--- src/sv/owbm_pkg.sv ---
`default_nettype none
// ---------------------------------------------------------------------------
// owbm_pkg
// Shared types, codes and sizes for the one-wire bus master unit.
// ---------------------------------------------------------------------------
package owbm_pkg;

   // tick counter width and configuration register width
   localparam int TICK_COUNT_WIDTH = 10;
   localparam int CFG_W            = 10;
   localparam int CMP_W            = (TICK_COUNT_WIDTH > CFG_W) ? TICK_COUNT_WIDTH : CFG_W;

   // configuration port layout
   localparam int NUM_REGS   = 8;
   localparam int CSR_DATA_W = 32;
   localparam int CSR_ADDR_W = $clog2(NUM_REGS * 4);
   localparam int REG_IDX_W  = $clog2(NUM_REGS);

   // queue depth between the sides
   localparam int QDEPTH = 2;
   localparam int QPTR_W = (QDEPTH > 1) ? $clog2(QDEPTH) : 1;
   localparam int QCNT_W = $clog2(QDEPTH + 1);

   // register indexes
   localparam logic [REG_IDX_W-1:0] REG_RESET_LOW      = 3'd0;
   localparam logic [REG_IDX_W-1:0] REG_PRESENCE_WAIT  = 3'd1;
   localparam logic [REG_IDX_W-1:0] REG_RESET_RECOVER  = 3'd2;
   localparam logic [REG_IDX_W-1:0] REG_WRITE_ZERO_LOW = 3'd3;
   localparam logic [REG_IDX_W-1:0] REG_WRITE_ONE_LOW  = 3'd4;
   localparam logic [REG_IDX_W-1:0] REG_READ_LOW       = 3'd5;
   localparam logic [REG_IDX_W-1:0] REG_READ_SAMPLE    = 3'd6;
   localparam logic [REG_IDX_W-1:0] REG_SLOT_RECOVER   = 3'd7;

   // item kinds, also the operation codes
   localparam logic [1:0] KIND_TICK  = 2'd0;
   localparam logic [1:0] KIND_RESET = 2'd1;
   localparam logic [1:0] KIND_WRITE = 2'd2;
   localparam logic [1:0] KIND_READ  = 2'd3;

   typedef logic [TICK_COUNT_WIDTH-1:0] tick_type;
   typedef logic [CFG_W-1:0]            limit_type;
   typedef logic [CMP_W-1:0]            cmp_type;

   typedef struct packed {
      logic [1:0] kind;
      logic [7:0] write_value;
      logic       bus_level;
   } req_type;

   typedef struct packed {
      logic       bus_release;
      logic       busy_res;
      logic       done_res;
      logic       presence_bit;
      logic [7:0] read_value;
   } rsp_type;

   // classified item handed from front to engine
   typedef struct packed {
      logic       is_tick;
      logic [1:0] op;
      logic [7:0] write_value;
      logic       bus_level;
   } item_type;

   typedef struct packed {
      limit_type reset_low;
      limit_type presence_wait;
      limit_type reset_recover;
      limit_type write_zero_low;
      limit_type write_one_low;
      limit_type read_low;
      limit_type read_sample;
      limit_type slot_recover;
   } cfg_type;

endpackage
`default_nettype wire

--- src/sv/owbm_front.sv ---
`default_nettype none
// ---------------------------------------------------------------------------
// owbm_front
// Accepts items, classifies them as tick or command and holds them in a
// short queue for the engine.
// ---------------------------------------------------------------------------
module owbm_front (
   input  wire                 clock,
   input  wire                 reset,
   input  wire                 push,
   output logic                full,
   input  owbm_pkg::req_type   req_item,
   output logic                item_valid,
   output owbm_pkg::item_type  item,
   input  wire                 item_pop
);

   owbm_pkg::item_type                     mem_ff [owbm_pkg::QDEPTH];
   logic [owbm_pkg::QPTR_W-1:0]            wr_ptr_ff, wr_ptr_in;
   logic [owbm_pkg::QPTR_W-1:0]            rd_ptr_ff, rd_ptr_in;
   logic [owbm_pkg::QCNT_W-1:0]            count_ff, count_in;
   owbm_pkg::item_type                     cls;
   logic                                   do_push;
   logic                                   do_pop;

   // classify the incoming item
   always_comb begin
      cls.is_tick     = (req_item.kind == owbm_pkg::KIND_TICK);
      cls.op          = req_item.kind;
      cls.write_value = req_item.write_value;
      cls.bus_level   = req_item.bus_level;
   end

   assign full       = (count_ff == owbm_pkg::QCNT_W'(owbm_pkg::QDEPTH));
   assign item_valid = (count_ff != '0);
   assign item       = mem_ff[rd_ptr_ff];
   assign do_push    = push && !full;
   assign do_pop     = item_pop && item_valid;

   // pointer and count update
   always_comb begin
      wr_ptr_in = wr_ptr_ff;
      rd_ptr_in = rd_ptr_ff;
      count_in  = count_ff;
      if (do_push) begin
         wr_ptr_in = (wr_ptr_ff == owbm_pkg::QPTR_W'(owbm_pkg::QDEPTH - 1)) ?
                     '0 : wr_ptr_ff + owbm_pkg::QPTR_W'(1);
      end
      if (do_pop) begin
         rd_ptr_in = (rd_ptr_ff == owbm_pkg::QPTR_W'(owbm_pkg::QDEPTH - 1)) ?
                     '0 : rd_ptr_ff + owbm_pkg::QPTR_W'(1);
      end
      if (do_push && !do_pop) begin
         count_in = count_ff + owbm_pkg::QCNT_W'(1);
      end else if (do_pop && !do_push) begin
         count_in = count_ff - owbm_pkg::QCNT_W'(1);
      end
   end

   always_ff @(posedge clock) begin
      if (reset) begin
         wr_ptr_ff <= '0;
         rd_ptr_ff <= '0;
         count_ff  <= '0;
      end else begin
         wr_ptr_ff <= wr_ptr_in;
         rd_ptr_ff <= rd_ptr_in;
         count_ff  <= count_in;
      end
   end

   // queue storage
   always_ff @(posedge clock) begin
      if (do_push) begin
         mem_ff[wr_ptr_ff] <= cls;
      end
   end

endmodule
`default_nettype wire

--- src/sv/owbm_engine.sv ---
`default_nettype none
// ---------------------------------------------------------------------------
// owbm_engine
// Bus timing engine: advances the reset, write and read slot sequences by
// one classified item per cycle while item_fire is high; forms the result.
// ---------------------------------------------------------------------------
module owbm_engine (
   input  wire                 clock,
   input  wire                 reset,
   input  owbm_pkg::cfg_type   cfg,
   input  wire                 item_fire,
   input  owbm_pkg::item_type  item,
   output owbm_pkg::rsp_type   rsp
);

   localparam logic [2:0] PH_IDLE = 3'd0;
   localparam logic [2:0] PH_LOW  = 3'd1;
   localparam logic [2:0] PH_WAIT = 3'd2;
   localparam logic [2:0] PH_REC  = 3'd3;
   localparam logic [2:0] PH_GAP  = 3'd4;

   logic [2:0]          phase_ff, phase_in;
   logic [1:0]          op_ff, op_in;
   owbm_pkg::tick_type  cnt_ff, cnt_in;
   logic [2:0]          bit_ff, bit_in;
   logic [7:0]          shift_ff, shift_in;
   logic                presence_ff, presence_in;
   logic [7:0]          read_ff, read_in;
   logic                drive_ff, drive_in;

   owbm_pkg::limit_type lim;
   owbm_pkg::tick_type  cnt_next;
   logic                over;
   logic                done;
   logic                rec_go;
   owbm_pkg::limit_type rec_lim;
   logic                slot_end;

   // limit of the running phase
   always_comb begin
      case (phase_ff)
         PH_LOW: begin
            if (op_ff == owbm_pkg::KIND_RESET) begin
               lim = cfg.reset_low;
            end else if (op_ff == owbm_pkg::KIND_WRITE) begin
               lim = shift_ff[0] ? cfg.write_one_low : cfg.write_zero_low;
            end else begin
               lim = cfg.read_low;
            end
         end
         PH_WAIT: begin
            lim = (op_ff == owbm_pkg::KIND_RESET) ? cfg.presence_wait : cfg.read_sample;
         end
         PH_REC: begin
            lim = (op_ff == owbm_pkg::KIND_RESET) ? cfg.reset_recover : cfg.slot_recover;
         end
         default: begin
            lim = '0;
         end
      endcase
   end

   // saturating tick count and end of period; a limit above the counter
   // range ends the period when the counter saturates
   assign cnt_next = (cnt_ff != '1) ? cnt_ff + owbm_pkg::tick_type'(1) : cnt_ff;
   assign over     = (owbm_pkg::cmp_type'(cnt_next) >= owbm_pkg::cmp_type'(lim)) ||
                     (cnt_next == '1);

   // sequence step for one item
   always_comb begin
      phase_in    = phase_ff;
      op_in       = op_ff;
      cnt_in      = cnt_ff;
      bit_in      = bit_ff;
      shift_in    = shift_ff;
      presence_in = presence_ff;
      read_in     = read_ff;
      drive_in    = drive_ff;
      done        = 1'b0;
      rec_go      = 1'b0;
      rec_lim     = '0;
      slot_end    = 1'b0;
      if (item_fire) begin
         if (!item.is_tick) begin
            // command, taken only while idle
            if (phase_ff == PH_IDLE) begin
               op_in    = item.op;
               bit_in   = '0;
               shift_in = (item.op == owbm_pkg::KIND_WRITE) ? item.write_value : 8'h00;
               drive_in = 1'b0;
               phase_in = PH_LOW;
               cnt_in   = '0;
            end
         end else begin
            case (phase_ff)
               PH_LOW: begin
                  cnt_in = cnt_next;
                  if (over) begin
                     drive_in = 1'b1;
                     if (op_ff == owbm_pkg::KIND_RESET) begin
                        phase_in = PH_WAIT;
                        cnt_in   = '0;
                     end else if (op_ff == owbm_pkg::KIND_WRITE) begin
                        if (shift_ff[0]) begin
                           rec_go  = 1'b1;
                           rec_lim = cfg.slot_recover;
                        end else begin
                           slot_end = 1'b1;
                        end
                     end else if (cfg.read_sample == '0) begin
                        shift_in = {item.bus_level, shift_ff[7:1]};
                        rec_go   = 1'b1;
                        rec_lim  = cfg.slot_recover;
                     end else begin
                        phase_in = PH_WAIT;
                        cnt_in   = '0;
                     end
                  end
               end
               PH_WAIT: begin
                  cnt_in = cnt_next;
                  if (over) begin
                     if (op_ff == owbm_pkg::KIND_RESET) begin
                        presence_in = item.bus_level;
                        rec_go      = 1'b1;
                        rec_lim     = cfg.reset_recover;
                     end else begin
                        shift_in = {item.bus_level, shift_ff[7:1]};
                        rec_go   = 1'b1;
                        rec_lim  = cfg.slot_recover;
                     end
                  end
               end
               PH_REC: begin
                  cnt_in = cnt_next;
                  if (over) begin
                     slot_end = 1'b1;
                  end
               end
               PH_GAP: begin
                  drive_in = 1'b0;
                  phase_in = PH_LOW;
                  cnt_in   = '0;
               end
               default: begin
                  phase_in = phase_ff;
               end
            endcase
            // enter recovery, skipped when its length is zero
            if (rec_go) begin
               drive_in = 1'b1;
               if (rec_lim == '0) begin
                  slot_end = 1'b1;
               end else begin
                  phase_in = PH_REC;
                  cnt_in   = '0;
               end
            end
            // end of a slot or of the reset sequence
            if (slot_end) begin
               drive_in = 1'b1;
               if ((op_ff == owbm_pkg::KIND_RESET) || (bit_ff == 3'd7)) begin
                  if (op_ff == owbm_pkg::KIND_READ) begin
                     read_in = shift_in;
                  end
                  phase_in = PH_IDLE;
                  done     = 1'b1;
               end else begin
                  bit_in = bit_ff + 3'd1;
                  if (op_ff == owbm_pkg::KIND_WRITE) begin
                     shift_in = {1'b0, shift_in[7:1]};
                  end
                  phase_in = PH_GAP;
               end
            end
         end
      end
   end

   // result item reflects the state after the item
   always_comb begin
      rsp.bus_release  = drive_in;
      rsp.busy_res     = (phase_in != PH_IDLE);
      rsp.done_res     = done;
      rsp.presence_bit = presence_in;
      rsp.read_value   = read_in;
   end

   always_ff @(posedge clock) begin
      if (reset) begin
         phase_ff    <= PH_IDLE;
         op_ff       <= '0;
         cnt_ff      <= '0;
         bit_ff      <= '0;
         shift_ff    <= '0;
         presence_ff <= 1'b1;
         read_ff     <= '0;
         drive_ff    <= 1'b1;
      end else begin
         phase_ff    <= phase_in;
         op_ff       <= op_in;
         cnt_ff      <= cnt_in;
         bit_ff      <= bit_in;
         shift_ff    <= shift_in;
         presence_ff <= presence_in;
         read_ff     <= read_in;
         drive_ff    <= drive_in;
      end
   end

endmodule
`default_nettype wire

--- src/sv/owbm_rsp_queue.sv ---
`default_nettype none
// ---------------------------------------------------------------------------
// owbm_rsp_queue
// Short result queue that parts the engine from the result receiver.
// ---------------------------------------------------------------------------
module owbm_rsp_queue (
   input  wire                 clock,
   input  wire                 reset,
   input  wire                 in_push,
   input  owbm_pkg::rsp_type   in_item,
   output logic                in_full,
   output logic                empty,
   input  wire                 pop,
   output owbm_pkg::rsp_type   rsp_item
);

   owbm_pkg::rsp_type               mem_ff [owbm_pkg::QDEPTH];
   logic [owbm_pkg::QPTR_W-1:0]     wr_ptr_ff, wr_ptr_in;
   logic [owbm_pkg::QPTR_W-1:0]     rd_ptr_ff, rd_ptr_in;
   logic [owbm_pkg::QCNT_W-1:0]     count_ff, count_in;
   logic                            do_push;
   logic                            do_pop;

   assign in_full  = (count_ff == owbm_pkg::QCNT_W'(owbm_pkg::QDEPTH));
   assign empty    = (count_ff == '0);
   assign rsp_item = mem_ff[rd_ptr_ff];
   assign do_push  = in_push && !in_full;
   assign do_pop   = pop && !empty;

   // pointer and count update
   always_comb begin
      wr_ptr_in = wr_ptr_ff;
      rd_ptr_in = rd_ptr_ff;
      count_in  = count_ff;
      if (do_push) begin
         wr_ptr_in = (wr_ptr_ff == owbm_pkg::QPTR_W'(owbm_pkg::QDEPTH - 1)) ?
                     '0 : wr_ptr_ff + owbm_pkg::QPTR_W'(1);
      end
      if (do_pop) begin
         rd_ptr_in = (rd_ptr_ff == owbm_pkg::QPTR_W'(owbm_pkg::QDEPTH - 1)) ?
                     '0 : rd_ptr_ff + owbm_pkg::QPTR_W'(1);
      end
      if (do_push && !do_pop) begin
         count_in = count_ff + owbm_pkg::QCNT_W'(1);
      end else if (do_pop && !do_push) begin
         count_in = count_ff - owbm_pkg::QCNT_W'(1);
      end
   end

   always_ff @(posedge clock) begin
      if (reset) begin
         wr_ptr_ff <= '0;
         rd_ptr_ff <= '0;
         count_ff  <= '0;
      end else begin
         wr_ptr_ff <= wr_ptr_in;
         rd_ptr_ff <= rd_ptr_in;
         count_ff  <= count_in;
      end
   end

   // queue storage
   always_ff @(posedge clock) begin
      if (do_push) begin
         mem_ff[wr_ptr_ff] <= in_item;
      end
   end

endmodule
`default_nettype wire

--- src/sv/one_wire_bus_master_unit.sv ---
`default_nettype none
// ---------------------------------------------------------------------------
// one_wire_bus_master_unit
// One-wire bus master timed by tick items, with a register file for the
// slot and reset pulse lengths.
// ---------------------------------------------------------------------------
// usage
//   input items enter on push/full with req_item: a tick (one microsecond)
//   or a reset, write-byte or read-byte command; commands are ignored while
//   an operation runs. each accepted item gives exactly one result item on
//   empty/pop with rsp_item: wire drive, busy, done, presence and read byte.
//   an accepted item is registered in the input queue, steps the engine, and
//   its result is registered in the result queue before it can be popped.
//   throughput: one item per clock while the result queue has room, set by
//   the state update of the timing engine.
//   a two-entry queue sits in front of and behind the engine; when the
//   receiver stalls the result queue fills, then the input queue, then
//   full rises. no item is dropped.
//   reset: both queues empty, bus released, presence reads one, read byte
//   zero, registers at their default pulse lengths. no clearing pass.
//   registers are written over the csr port at byte address 4*index and
//   should be changed only while the block is idle.
// ---------------------------------------------------------------------------
module one_wire_bus_master_unit (
   input  wire                                   clock,
   input  wire                                   reset,
   input  wire                                   push,
   output logic                                  full,
   input  owbm_pkg::req_type                     req_item,
   output logic                                  empty,
   input  wire                                   pop,
   output owbm_pkg::rsp_type                     rsp_item,
   input  wire                                   psel,
   input  wire                                   penable,
   input  wire                                   pwrite,
   input  wire  [owbm_pkg::CSR_ADDR_W-1:0]       paddr,
   input  wire  [owbm_pkg::CSR_DATA_W-1:0]       pwdata,
   output logic [owbm_pkg::CSR_DATA_W-1:0]       prdata,
   output logic                                  pready
);

   owbm_pkg::cfg_type                cfg_ff, cfg_in;
   logic                             csr_write;
   logic [owbm_pkg::REG_IDX_W-1:0]   csr_index;
   owbm_pkg::limit_type              csr_value;
   owbm_pkg::limit_type              rd_value;
   logic                             item_valid;
   owbm_pkg::item_type               item;
   logic                             eng_fire;
   owbm_pkg::rsp_type                eng_rsp;
   logic                             rsp_full;

   // configuration port
   assign pready    = 1'b1;
   assign csr_write = psel && penable && pwrite && pready;
   assign csr_index = paddr[owbm_pkg::CSR_ADDR_W-1:2];
   assign csr_value = pwdata[owbm_pkg::CFG_W-1:0];

   always_comb begin
      cfg_in = cfg_ff;
      if (csr_write) begin
         case (csr_index)
            owbm_pkg::REG_RESET_LOW:      cfg_in.reset_low      = csr_value;
            owbm_pkg::REG_PRESENCE_WAIT:  cfg_in.presence_wait  = csr_value;
            owbm_pkg::REG_RESET_RECOVER:  cfg_in.reset_recover  = csr_value;
            owbm_pkg::REG_WRITE_ZERO_LOW: cfg_in.write_zero_low = csr_value;
            owbm_pkg::REG_WRITE_ONE_LOW:  cfg_in.write_one_low  = csr_value;
            owbm_pkg::REG_READ_LOW:       cfg_in.read_low       = csr_value;
            owbm_pkg::REG_READ_SAMPLE:    cfg_in.read_sample    = csr_value;
            owbm_pkg::REG_SLOT_RECOVER:   cfg_in.slot_recover   = csr_value;
            default:                      cfg_in = cfg_ff;
         endcase
      end
   end

   // register readback
   always_comb begin
      case (csr_index)
         owbm_pkg::REG_RESET_LOW:      rd_value = cfg_ff.reset_low;
         owbm_pkg::REG_PRESENCE_WAIT:  rd_value = cfg_ff.presence_wait;
         owbm_pkg::REG_RESET_RECOVER:  rd_value = cfg_ff.reset_recover;
         owbm_pkg::REG_WRITE_ZERO_LOW: rd_value = cfg_ff.write_zero_low;
         owbm_pkg::REG_WRITE_ONE_LOW:  rd_value = cfg_ff.write_one_low;
         owbm_pkg::REG_READ_LOW:       rd_value = cfg_ff.read_low;
         owbm_pkg::REG_READ_SAMPLE:    rd_value = cfg_ff.read_sample;
         owbm_pkg::REG_SLOT_RECOVER:   rd_value = cfg_ff.slot_recover;
         default:                      rd_value = '0;
      endcase
   end
   assign prdata = owbm_pkg::CSR_DATA_W'(rd_value);

   always_ff @(posedge clock) begin
      if (reset) begin
         cfg_ff.reset_low      <= owbm_pkg::limit_type'(500);
         cfg_ff.presence_wait  <= owbm_pkg::limit_type'(70);
         cfg_ff.reset_recover  <= owbm_pkg::limit_type'(170);
         cfg_ff.write_zero_low <= owbm_pkg::limit_type'(120);
         cfg_ff.write_one_low  <= owbm_pkg::limit_type'(8);
         cfg_ff.read_low       <= owbm_pkg::limit_type'(5);
         cfg_ff.read_sample    <= owbm_pkg::limit_type'(5);
         cfg_ff.slot_recover   <= owbm_pkg::limit_type'(50);
      end else begin
         cfg_ff <= cfg_in;
      end
   end

   // front: accept and classify
   owbm_front u_front (
      .clock      (clock),
      .reset      (reset),
      .push       (push),
      .full       (full),
      .req_item   (req_item),
      .item_valid (item_valid),
      .item       (item),
      .item_pop   (eng_fire)
   );

   // engine runs whenever an item waits and the result queue has room
   assign eng_fire = item_valid && !rsp_full;

   owbm_engine u_engine (
      .clock     (clock),
      .reset     (reset),
      .cfg       (cfg_ff),
      .item_fire (eng_fire),
      .item      (item),
      .rsp       (eng_rsp)
   );

   // result queue
   owbm_rsp_queue u_rsp_queue (
      .clock    (clock),
      .reset    (reset),
      .in_push  (eng_fire),
      .in_item  (eng_rsp),
      .in_full  (rsp_full),
      .empty    (empty),
      .pop      (pop),
      .rsp_item (rsp_item)
   );

   // an item that finishes an operation leaves the block idle
   a_done_not_busy: assert property (@(posedge clock) disable iff (reset)
      !empty |-> !(rsp_item.done_res && rsp_item.busy_res))
      else $error("done item still reports busy");

   // the wire is never pulled low while idle
   a_idle_released: assert property (@(posedge clock) disable iff (reset)
      (!empty && !rsp_item.busy_res) |-> rsp_item.bus_release)
      else $error("wire pulled low while idle");

   // reset leaves both queues empty
   a_reset_empty: assert property (@(posedge clock)
      reset |=> (empty && !full))
      else $error("queues not empty after reset");

endmodule
`default_nettype wire
--- config.mk ---
export PLATFORM = sky130hd
export DESIGN_NAME = one_wire_bus_master_unit
export DESIGN_NICKNAME = d
export VERILOG_FILES = /design/src/sv/owbm_pkg.sv /design/src/sv/owbm_front.sv /design/src/sv/owbm_engine.sv /design/src/sv/owbm_rsp_queue.sv /design/src/sv/one_wire_bus_master_unit.sv
export SDC_FILE = /design/constraint.sdc
export NUM_CORES = 1
export LEC_CHECK = 0
export ABC_AREA = 1
export BUFFER_PORTS_ARGS = -buffer_cell sky130_fd_sc_hd__clkbuf_2
export CORE_ASPECT_RATIO = 0.8
export CORE_MARGIN = 2
export CORE_UTILIZATION = 50
export DETAILED_ROUTE_END_ITERATION = 10
export PLACE_DENSITY = 0.7
export SETUP_SLACK_MARGIN = 0.3
export SYNTH_ARGS = -nofsm -noshare
export SYNTH_HDL_FRONTEND = slang
export SYNTH_SLANG_ARGS = --single-unit
--- constraint.sdc ---
create_clock -name clock -period 7 [get_ports clock]
set_input_delay 0 -clock clock [delete_from_list [all_inputs] [get_ports clock]]
set_output_delay 0 -clock clock [all_outputs]
set_load 0.01 [all_outputs]
==> results of run 1 <==
==> metal layers <==
layer  vias up  part of all wire
li1       4452                 -
met1      4248              0.47
met2       497              0.41
met3        38              0.11
met4         0             0.016
met5         -                 0
==> area by class of cell <==
type | count | area, um2
fill | 1692 | 7681
clock inverter | 15 | 192.7
tap | 253 | 316.6
inverter | 130 | 489.2
timing repair buffer | 89 | 588.1
sequential | 174 | 3964
multi-input combinational | 939 | 4676
clock buffer | 17 | 425.4
==> synthesized netlist by cell type, types with 10 or more instances <==
| cell | instances | area, um2 |
|---|---|---|
| nand2_1 | 237 | 889.6 |
| nor2_1 | 167 | 626.9 |
| o21ai_0 | 162 | 810.8 |
| dfxtp_1 | 126 | 2522 |
| inv_1 | 123 | 461.7 |
| a21oi_1 | 117 | 585.6 |
| nand3_1 | 76 | 380.4 |
| clkbuf_1 | 48 | 180.2 |
| edfxtp_1 | 48 | 1441 |
| buf_4 | 23 | 172.7 |
| o22ai_1 | 18 | 112.6 |
| o211ai_1 | 17 | 127.6 |
| a221oi_1 | 16 | 140.1 |
| ha_1 | 15 | 187.7 |
| mux2_2 | 12 | 135.1 |
| nand2_2 | 10 | 62.56 |
==> registers in the layout, summed over array words and instances, names as in the netlist, named ones only <==
register	flops
cfg_ff	80
u_front.mem_ff	24
u_rsp_queue.mem_ff	24
u_engine.cnt_ff	10
u_engine.read_ff	8
u_engine.shift_ff	8
u_engine.bit_ff	3
u_engine.phase_ff	3
u_engine.op_ff	2
u_front.count_ff	2
u_rsp_queue.count_ff	2
u_engine.drive_ff	1
u_engine.presence_ff	1
u_front.rd_ptr_ff	1
u_front.wr_ptr_ff	1
u_rsp_queue.rd_ptr_ff	1
u_rsp_queue.wr_ptr_ff	1
==> logic make-up after synthesis <==
logic type | count (synthesis)
AOI/OAI and AO/OA | 353
xor gates and xnor gates | 2
adders and majority gates | 15
buffers and inverters | 210
DFF | 174
muxes | 14
other | 2
and+or+nand+nor | 532
==> worst max-delay path: stages (launching register included) <==
cell and delay [ns]:
dfxtp_1 0.35, inv_1 0.07, nor2_1 0.60, inv_1 0.16, nor2_2 0.42, inv_1 0.44
a21oi_1 0.26, a21oi_1 0.18, ha_1 0.32, nand2_1 0.06, nor2_1 0.12, nand3_1 0.09
o2111ai_1 0.09, nor2_1 0.07, buf_4 0.19, nand2_4 0.25, nand2_1 0.15, nand3_2 0.13
inv_2 0.05, nor2_4 0.29, nand2_4 0.23, o21ai_1 0.23, inv_1 0.08
==> how the worst max path moves through the flow <==
stage | slack [ns] | from | to | depth (start not counted)
after floorplan | 2.95 | u_engine.op_ff[1] | u_rsp_queue.mem_ff[0][10] | 24
after global placement | 2.12 | u_engine.phase_ff[0] | u_engine.cnt_ff[4] | 20
after detailed placement | 2.04 | u_engine.phase_ff[0] | u_rsp_queue.mem_ff[1][7] | 22
after CTS | 2.02 | u_engine.phase_ff[0] | u_rsp_queue.mem_ff[0][7] | 21
after global routing | 1.60 | u_engine.phase_ff[0] | u_engine.cnt_ff[4] | 20
final | 1.89 | u_engine.phase_ff[0] | u_rsp_queue.mem_ff[0][7] | 22
==> power breakdown <==
| group | total, mW | leakage [nW] | internal, mW | switching, mW |
|---|---|---|---|---|
| Combinational | 1.86 | 2.87 | 0.555 | 1.30 |
| Sequential | 1.29 | 1.47 | 1.19 | 0.0938 |
| Clock | 0.990 | 0.295 | 0.516 | 0.474 |
| Total | 4.13 | 4.63 | 2.26 | 1.87 |
==> PnR_summary.wiki, run 1 <==
{| class="wikitable"
! Metric !! Value
|-
| Run status || completed
|-
| Residual DRC || 0
|-
| R2r worst-path depth || 22
|-
| Net count of the finished layout || 1,421
|-
| Via count || 9,235
|-
| Routing usage on met2 || 0.3770
|-
| # diodes || 0
|-
| Primary FF master, synth || dfxtp_1
|-
| Postcts setup bufs || 0
|-
| Max rail drop VDD || 0.2787 mV
|-
| GRT Util Overall || 0.2742
|-
| Final wirelength || 27.38 mm
|-
| H-tree Lvls || 4
|-
| Number of global-route vias before repair || 8,008
|-
| Kind of launch point of the worst setup path || flop
|-
| Xor and xnor fraction of the mapped netlist area || 0.001853
|-
| Number of different library cells in the post-synthesis netlist || 46
|-
| WP data required || 7.20 ns
|-
| Post-synthesis share of cell area spent on and, or, nand and nor gates || 0.2395
|-
| Share of the core filled with cells in the final layout || 0.5810
|-
| Post-route ant nets || 0
|-
| Total gr overflow || 0
|-
| Hold path startpoint || push
|-
| Sequential element share of the synthesized area || 0.4193
|-
| Most common cell after layout, fill and taps aside || nand2_1
|-
| Clock root buffer || clkbuf_16
|-
| Post-detailed-placement cell area || 9813 um2
|-
| Pre-Repair DR Iteration Count || 5
|-
| Die outline height || 127.0 um
|-
| Mux share of post-synthesis cell area || 0.01641
|-
| Fin worst setup slack || 1.894 ns
|-
| Transition at the pin with the smallest max-transition slack || 1.230 ns
|-
| Path type of the worst setup path || reg -> reg
|-
| Overall power after layout || 4.134 mW
|-
| Total power density per cell area || 388.1 nW/um2
|-
| Number of warnings printed during yosys synthesis || 0
|-
| Worst R2R Setup Slack || 1.89 ns
|-
| Share of the clock period used by the worst path || 0.7294
|-
| TritonCTS clock tree || built
|-
| Maximum count of clock buffers along a single path || 2
|-
| Most used cells in the layout excluding fill and tap cells || nand2_1 (237), nor2_1 (167), o21ai_0 (162)
|-
| Hold slack || 0.04517 ns
|-
| Clock skew || 0.01501 ns
|-
| Largest fanout on the critical path || 26
|-
| Endpoint arrival time on the critical path || 5.30 ns
|-
| Average instance area after synthesis || 7.261 um2
|-
| CORE AREA || 18,330 um2
|-
| Sum of negative setup slack || 0 ns
|-
| Clock period minus final worst setup slack || 5.106 ns
|-
| Pin count of the biggest net entering global routing || 103
|-
| Pre-CTS WS || 2.038 ns
|-
| WHS Path Cells || 5
|-
| Chip Width || 157.7 um
|-
| Clk pin slew, worst setup/hold paths || 0.08 ns
|-
| Terminus of the critical flop-to-flop path || u_rsp_queue.mem_ff[0][7]
|-
| Netlist area before placement || 9454 um2
|-
| Max Slew Vio Count || 0
|-
| Layer with the highest usage after global routing || met1
|-
| Final Hold Vio Count || 0
|-
| Source-to-sink clock delay at the later pin of the worst-skew pair || 0.45 ns
|-
| Clock Sink Count || 174
|-
| Setup repair after global routing missed its margin || no
|-
| Worst hold path class || in -> reg
|-
| Main combinational cell family by area after synthesis || simple AND/OR/NAND/NOR gates
|-
| Wire length of the first global-routing pass || 43.01 mm
|-
| Post-cts sizing count || 0
|-
| Layout cells sized above 1 || 0.1085
|-
| Global routing met1 resource utilization || 0.4286
|-
| Total leakage power || 4.632 nW
|-
| Synthesized instance count || 1,302
|-
| Number of antenna violations at the first check in global routing || 0
|-
| Starting density of the core || 0.5157
|-
| Number of standard-cell rows in the floorplan || 44
|-
| DR vias/cell || 5.711
|-
| WL/cell || 16.93 um
|-
| Hold bufs inserted after CTS || 22
|-
| Area of the die || 20,030 um2
|-
| Post-route cell area || 10,650 um2
|-
| Io pins || 102
|-
| Destination of the worst hold path || u_front.wr_ptr_ff
|-
| Final Setup Violations || 0
|-
| Worst-case headroom to the max-slew limit || 0.1769
|-
| Critical register-to-register path startpoint || u_engine.phase_ff[0]
|-
| Instance count after placement with tap cells included || 1,563
|-
| Met3 usage || 0.05597
|-
| Total half-perimeter wirelength after legalization and detailed placement || 18.91 mm
|-
| Initial drt markers || 1,096
|-
| Peak clock frequency supported by timing || 195.9 MHz
|-
| Synth Area in Adders || 0.01985
|-
| Synth-to-Final Area Change || 12.67%
|-
| Fraction of registers with async set or reset after synthesis || 0
|-
| Synth Area in Compound Gates || 0.2078
|-
| Number of max-cap violations || 0
|-
| Port Buf Inserts || 54
|-
| Count of flip-flops with a built-in enable after synthesis || 48
|-
| Final RePlAce weighted congestion || 0.9032
|-
| Category of the worst setup path capture point || flop
|-
| Final Non-Filler Cells || 1,617
|-
| Number of buffers created by CTS || 17
|-
| Number of storage elements in the synthesis netlist || 174
|}
(Power assumes the default switching activity.)
==> run 2: changes to the inputs <==
- ABC_AREA: 1 -> 0
- PLACE_DENSITY: 0.7 -> 0.72
- clock period: 7 -> 4.2 ns (I/O delays scaled with it)
==> PnR_summary.wiki, run 2 <==
{| class="wikitable"
! Metric !! Value
|-
| R2r worst-path depth || 14
|-
| Worst-case headroom to the max-slew limit || 0.1411
|-
| Path length in cells of the critical path || 14
|-
| Instance count after placement with tap cells included || 1,245
|-
| Crit path max-delay cell type || nor4_4
|-
| Pre-CTS WS || 0.2775 ns
|-
| Final Setup Violations || 0
|-
| Final RePlAce weighted congestion || 0.9059
|-
| Synth-to-Final Area Change || 13.83%
|-
| GRT Util Overall || 0.2384
|-
| Area leader, netlist || dfxtp_1
|-
| Total power density per cell area || 513.2 nW/um2
|-
| Number of buffers created by CTS || 17
|-
| Largest stage delay, worst path || 0.43 ns
|-
| Layout cells sized above 1 || 0.1614
|-
| Number of flip-flops in the largest register || 80
|-
| Total of fill cells in the finished design || 1,616
|-
| Clk pin slew, worst setup/hold paths || 0.07 ns
|-
| Fin worst setup slack || 0.5534 ns
|-
| Post-route ant nets || 0
|-
| Dominant delay contributor by cell family on the critical path || compound AO/OA/AOI/OAI gates
|-
| Share of the clock period used by the worst path || 0.8682
|-
| TritonCTS clock tree || built
|-
| Number of max-cap violations || 0
|-
| Peak clock frequency supported by timing || 274.2 MHz
|-
| Maximum count of clock buffers along a single path || 2
|-
| Number of warnings printed during yosys synthesis || 0
|-
| Terminus of the critical flop-to-flop path || u_engine.shift_ff[0]
|-
| Final wirelength || 22.99 mm
|-
| WP data required || 4.54 ns
|-
| First element of the critical path || u_engine.op_ff[0]
|-
| Number of storage elements in the synthesis netlist || 174
|-
| Worst hold path class || in -> reg
|-
| Die outline height || 126.6 um
|-
| Area fraction of the dominant cell type after synthesis || 0.2687
|-
| Worst R2R Setup Slack || 0.55 ns
|-
| Area of the die || 19,890 um2
|-
| Clock root buffer || clkbuf_16
|-
| Number of global-route vias before repair || 6,975
|-
| Primary FF master, synth || dfxtp_1
|-
| Wire length of the first global-routing pass || 37.14 mm
|-
| Most common cell after layout, fill and taps aside || nor2_1
|-
| Path type of the worst setup path || reg -> reg
|-
| Endpoint arrival time on the critical path || 3.99 ns
|-
| Transition at the pin with the smallest max-transition slack || 1.281 ns
|-
| Residual DRC || 0
|-
| Category of the worst setup path capture point || flop
|-
| Run status || completed
|-
| Pre-Repair DR Iteration Count || 5
|-
| Final Non-Filler Cells || 1,300
|-
| Share of the core filled with cells in the final layout || 0.5847
|-
| Register with the most flip-flops || cfg_ff
|-
| Max Slew Vio Count || 0
|-
| Pin count of the biggest net entering global routing || 85
|-
| Chain of cells forming the critical path || buf_4 > mux2_2 > o211ai_1 > o221ai_1 > ha_1 > nor2b_1 > o21ai_0 > a21oi_1 > o21ai_1 > a21oi_2 > buf_4 > nor4_4 > a21oi_1 > a221oi_2
|-
| Via count || 7,516
|-
| Net count of the finished layout || 1,104
|-
| Total leakage power || 3.852 nW
|-
| Count of flip-flops with a built-in enable after synthesis || 48
|-
| Initial drt markers || 781
|-
| Post-route cell area || 10,690 um2
|-
| Sum of negative setup slack || 0 ns
|-
| Port Buf Inserts || 54
|-
| Largest regs || cfg_ff x80, u_front.mem_ff x24, u_rsp_queue.mem_ff x24
|-
| Total half-perimeter wirelength after legalization and detailed placement || 15.71 mm
|-
| Number of different library cells in the post-synthesis netlist || 81
|-
| Post-detailed-placement cell area || 9752 um2
|-
| WL/cell || 17.68 um
|-
| Critical register-to-register path startpoint || u_engine.op_ff[0]
|-
| Crit path to || u_engine.shift_ff[0]
|-
| Largest fanout on the critical path || 34
|-
| Chip Width || 157.2 um
|-
| Clock skew || 0.009508 ns
|-
| Setup repair after global routing missed its margin || no
|-
| Clock period minus final worst setup slack || 3.647 ns
|-
| Starting density of the core || 0.5136
|-
| Most used cells in the layout excluding fill and tap cells || nor2_1 (125), dfxtp_1 (124), mux2i_1 (110)
|-
| Kind of launch point of the worst setup path || flop
|-
| Buffer and inverter count on the worst path || 2
|-
| H-tree Lvls || 4
|-
| Final Hold Vio Count || 0
|-
| Number of antenna violations at the first check in global routing || 0
|-
| Top post-synthesis cells by count || dfxtp_1 (126), nor2_1 (126), mux2i_1 (111)
|-
| DR vias/cell || 5.782
|-
| Io pins || 102
|-
| CORE AREA || 18,280 um2
|-
| # diodes || 0
|-
| Total gr overflow || 0
|-
| Fraction of registers with async set or reset after synthesis || 0
|-
| Synthesized instance count || 992
|-
| Sequential element share of the synthesized area || 0.4222
|-
| Number of standard-cell rows in the floorplan || 44
|-
| Average instance area after synthesis || 9.463 um2
|-
| Netlist area before placement || 9388 um2
|-
| Ranking of synthesized cells by area || dfxtp_1 (27%), edfxtp_1 (15%), mux2i_1 (12%), nor2_1 (5.0%), a21oi_1 (3.4%)
|-
| Max rail drop VDD || 0.3828 mV
|-
| Source-to-sink clock delay at the later pin of the worst-skew pair || 0.44 ns
|-
| Clock Sink Count || 174
|}
[run 2: changes by cell type after synthesis, moves of 13 or more]
cell	previous run	this run
nand2_1	237	61
o21ai_0	162	49
mux2i_1	2	111
inv_1	123	20
nand3_1	76	12
a21oi_1	117	64
nor2_1	167	126
a211o_1	0	28
nor2b_1	0	28
a22o_1	0	13
o211ai_1	17	4
[run 2: worst reg2reg max path: cells and delay by family, from the launching register on]
family | cells | cell delay (ns)
simple gates | 2 | 0.47
flops | 1 | 0.34
compound gates | 8 | 1.41
mux | 1 | 0.39
buf+inv | 2 | 0.61
fa+ha+maj | 1 | 0.32
[run 2: logic make-up after synthesis]
| logic type | Yosys count | share of synthesized area |
|---|---|---|
| simple gates | 292 | 0.1506 |
| mux | 138 | 0.1571 |
| flops | 174 | 0.4222 |
| other cells | 2 | 0.0008000 |
| buf+inv | 116 | 0.05891 |
| xor+xnor | 12 | 0.01120 |
| fa+ha+maj | 15 | 0.01999 |
| compound gates | 243 | 0.1791 |
[run 2: timing repair]
item	CTS	global route
pin swaps	0	0
gates resized for setup	2	8
hold buffers	23	0
endpoints found under the setup margin	6	46
hold endpoints to repair	105	0
setup buffers	0	0
[run 2: power by group]
group	internal (mW)	switching (mW)	total, mW
sequential	1.95	0.154	2.10
clock	1.07	0.698	1.77
combinational	0.620	0.997	1.62
total	3.64	1.85	5.48
[run 2: layout make-up]
class	instances	area, um2	area share
Timing Repair Buffer	97	653.1	0.06112
Sequential cell	174	3966	0.3712
Clock buffer	20	489.2	0.04578
Inverter	21	78.83	0.007376
Tap cell	253	316.6	0.02962
Clock inverter	12	180.2	0.01686
Multi-Input combinational cell	723	5002	0.4681
[run 2: worst min-delay path by stage]
stage	start	endpoint	slack [ns]	depth (start not counted)
6_report	reset	flop	0.17	2
3_5_place_dp	req_item[4]	u_front.mem_ff[1][4]	0.19	1
5_1_grt	reset	cfg_ff[47]	0.21	2
2_1_floorplan	req_item[0]	u_front.mem_ff[0][0]	0.1	0
3_3_place_gp	req_item[4]	u_front.mem_ff[0][4]	0.19	1
4_1_cts	pwrite	cfg_ff[6]	0.16	5
[run 2: stage by stage]
stage | hold WS [ns] | power [mW]
after floorplan | 0.09887 | 3.279
after global placement | 0.1904 | 3.674
after detailed placement | 0.1950 | 3.701
after CTS | 0.1646 | 5.481
after global routing | 0.2120 | 5.766
final | 0.1720 | 5.484
[run 2: routing by layer]
layer	up-vias	share of wire	track usage
li1	3640	-	-
met1	3598	0.48	0.3561
met2	246	0.43	0.3452
met3	32	0.071	0.05535
met4	0	0.016	0.06471
met5	-	0	0
==> run 3: changes to the inputs <==
- BUFFER_PORTS_ARGS: -buffer_cell sky130_fd_sc_hd__clkbuf_2 -> not set
- CORE_MARGIN: 2 -> 1.5
- DONT_BUFFER_PORTS: not set -> 1
- PLACE_DENSITY: 0.72 -> 0.68
==> PnR_summary.wiki, run 3 (synthesis results as in run 2) <==
{| class="wikitable"
! Metric !! Value
|-
| Category of the worst setup path capture point || flop
|-
| Port Buf Inserts || 0
|-
| Total half-perimeter wirelength after legalization and detailed placement || 15.81 mm
|-
| Io pins || 102
|-
| Setup repair after global routing missed its margin || no
|-
| Number of max-cap violations || 0
|-
| Area of the die || 19,610 um2
|-
| Total power density per cell area || 510.3 nW/um2
|-
| Endpoint arrival time on the critical path || 3.80 ns
|-
| Residual DRC || 0
|-
| Number of standard-cell rows in the floorplan || 44
|-
| Clock Sink Count || 174
|-
| Fin worst setup slack || 0.5297 ns
|-
| WL/cell || 18.81 um
|-
| Wire length of the first global-routing pass || 37.86 mm
|-
| Initial drt markers || 625
|-
| Postcts setup bufs || 0
|-
| Kind of launch point of the worst setup path || flop
|-
| Total leakage power || 3.661 nW
|-
| Final Hold Vio Count || 1
|-
| GRT Util Overall || 0.2471
|-
| Total of fill cells in the finished design || 1,606
|-
| Layout cells sized above 1 || 0.1252
|-
| Peak clock frequency supported by timing || 272.5 MHz
|-
| Run status || finished with violations
|-
| Largest regs || cfg_ff x80, u_front.mem_ff x24, u_rsp_queue.mem_ff x24
|-
| Chip Width || 156.2 um
|-
| CORE AREA || 18,280 um2
|-
| Share of the clock period used by the worst path || 0.8739
|-
| Number of global-route vias before repair || 6,915
|-
| Violations in the final reports || hold timing
|-
| Max rail drop VDD || 0.3529 mV
|-
| Synth-to-Final Area Change || 12.43%
|-
| Clock period minus final worst setup slack || 3.670 ns
|-
| Pre-CTS WS || 0.3342 ns
|-
| DR vias/cell || 5.851
|-
| Number of buffers created by CTS || 17
|-
| Via count || 7,372
|-
| Clk pin slew, worst setup/hold paths || 0.07 ns
|-
| Clock skew || 0.01217 ns
|-
| Largest fanout on the critical path || 24
|-
| TritonCTS clock tree || built
|-
| Transition at the pin with the smallest max-transition slack || 1.073 ns
|-
| Starting density of the core || 0.5136
|-
| Path type of the worst setup path || reg -> reg
|-
| WP data required || 4.33 ns
|-
| Sum of negative setup slack || 0 ns
|-
| Post-route ant nets || 0
|-
| Number of flip-flops in the largest register || 80
|-
| Overall power after layout || 5.386 mW
|-
| Total gr overflow || 0
|-
| Worst-case headroom to the max-slew limit || 0.2841
|-
| Maximum count of clock buffers along a single path || 2
|-
| Net count of the finished layout || 1,063
|-
| Die outline height || 125.6 um
|-
| Source-to-sink clock delay at the later pin of the worst-skew pair || 0.43 ns
|-
| Hold slack || -0.01209 ns
|-
| Most used cells in the layout excluding fill and tap cells || dfxtp_1 (125), nor2_1 (124), mux2i_1 (108)
|-
| Most common cell after layout, fill and taps aside || dfxtp_1
|-
| Pre-Repair DR Iteration Count || 5
|-
| Worst hold path class || in -> reg
|-
| Pin count of the biggest net entering global routing || 121
|-
| Final RePlAce weighted congestion || 0.9103
|-
| Final Setup Violations || 0
|-
| Clock root buffer || clkbuf_16
|-
| Number of antenna violations at the first check in global routing || 1
|-
| Final wirelength || 23.70 mm
|-
| H-tree Lvls || 4
|-
| Max Slew Vio Count || 0
|-
| Register with the most flip-flops || cfg_ff
|}
==> run 3: changes by cell type in the layout (fill, tap and decap cells not counted), sizes merged <==
cell         previous run  this run
clkbuf                 73        17
inv                    27        31
dlygate4sd3            23        30
clkinv                  2         0
clkinvlp                0         2
bufinv                  4         3
buf                    21        26
diode                   0         1
==> run 3: layout make-up <==
class                   instances  area [um2]  share of cell area
repair buffers                 56       540.5             0.05121
inverters                      21       78.83            0.007468
clock inverters                15       195.2             0.01849
clock buffers                  17       425.4             0.04030
multi-input cells             723        5031              0.4766
well taps                     253       316.6             0.02999
diodes                          1       2.502           0.0002371
flip-flops and latches        174        3965              0.3757
==> run 3: timing repair <==
item | in CTS | in global routing
gates resized for setup | 1 | 13
endpoints found under the hold margin | 150 | 0
endpoints found under the setup margin | 2 | 28
pin swaps | 0 | 1
hold buffers | 31 | 0
==> run 3: critical path: stages, from the launching register on <==
cell,delay [ns]
dfxtp_1,0.46
nor2b_2,0.24
buf_12,0.21
mux2i_1,0.25
o22ai_1,0.13
a21oi_2,0.19
ha_1,0.27
a21o_1,0.17
a21o_1,0.17
a21oi_1,0.13
o21ai_1,0.11
buf_4,0.15
a21o_2,0.25
nand3_4,0.17
mux2i_4,0.30
mux2i_1,0.16
==> run 3: final timing paths <==
check,start,endpoint,slack [ns],cells after the start
hold / removal,reset,u_rsp_queue.wr_ptr_ff,-0.01,2
setup reg to reg,u_engine.op_ff[0],u_rsp_queue.mem_ff[1][7],0.53,15
hold reg to reg,cfg_ff[38],cfg_ff[38],0.48,2
setup / recovery,u_engine.op_ff[0],u_rsp_queue.mem_ff[1][7],0.53,15
==> run 3: report_power, final <==
part | switching [mW] | internal [mW]
Combinational | 1.01 | 0.610
Clock | 0.728 | 0.959
Sequential | 0.129 | 1.95
Total | 1.87 | 3.51
==> run 3: metrics by stage <==
step                      instances  area (um2)    util  hold WS, ns
after floorplan                1013        9467       -      0.09887
after global placement         1196        9549  0.5225      0.07197
after detailed placement       1196        9549  0.5225      0.07268
after CTS                      1259       10500  0.5745    0.0003535
after global routing           1260       10560  0.5775     0.006403
final                          1260       10560  0.5775     -0.01209
==> run 3: routing by layer <==
metal  wire length, um  vias up  track usage
met4               384        0      0.07619
met3              1738       29      0.05234
met5                 0        -            0
li1                  -     3577            -
met1             11530     3484       0.3760
met2             10050      282       0.3467
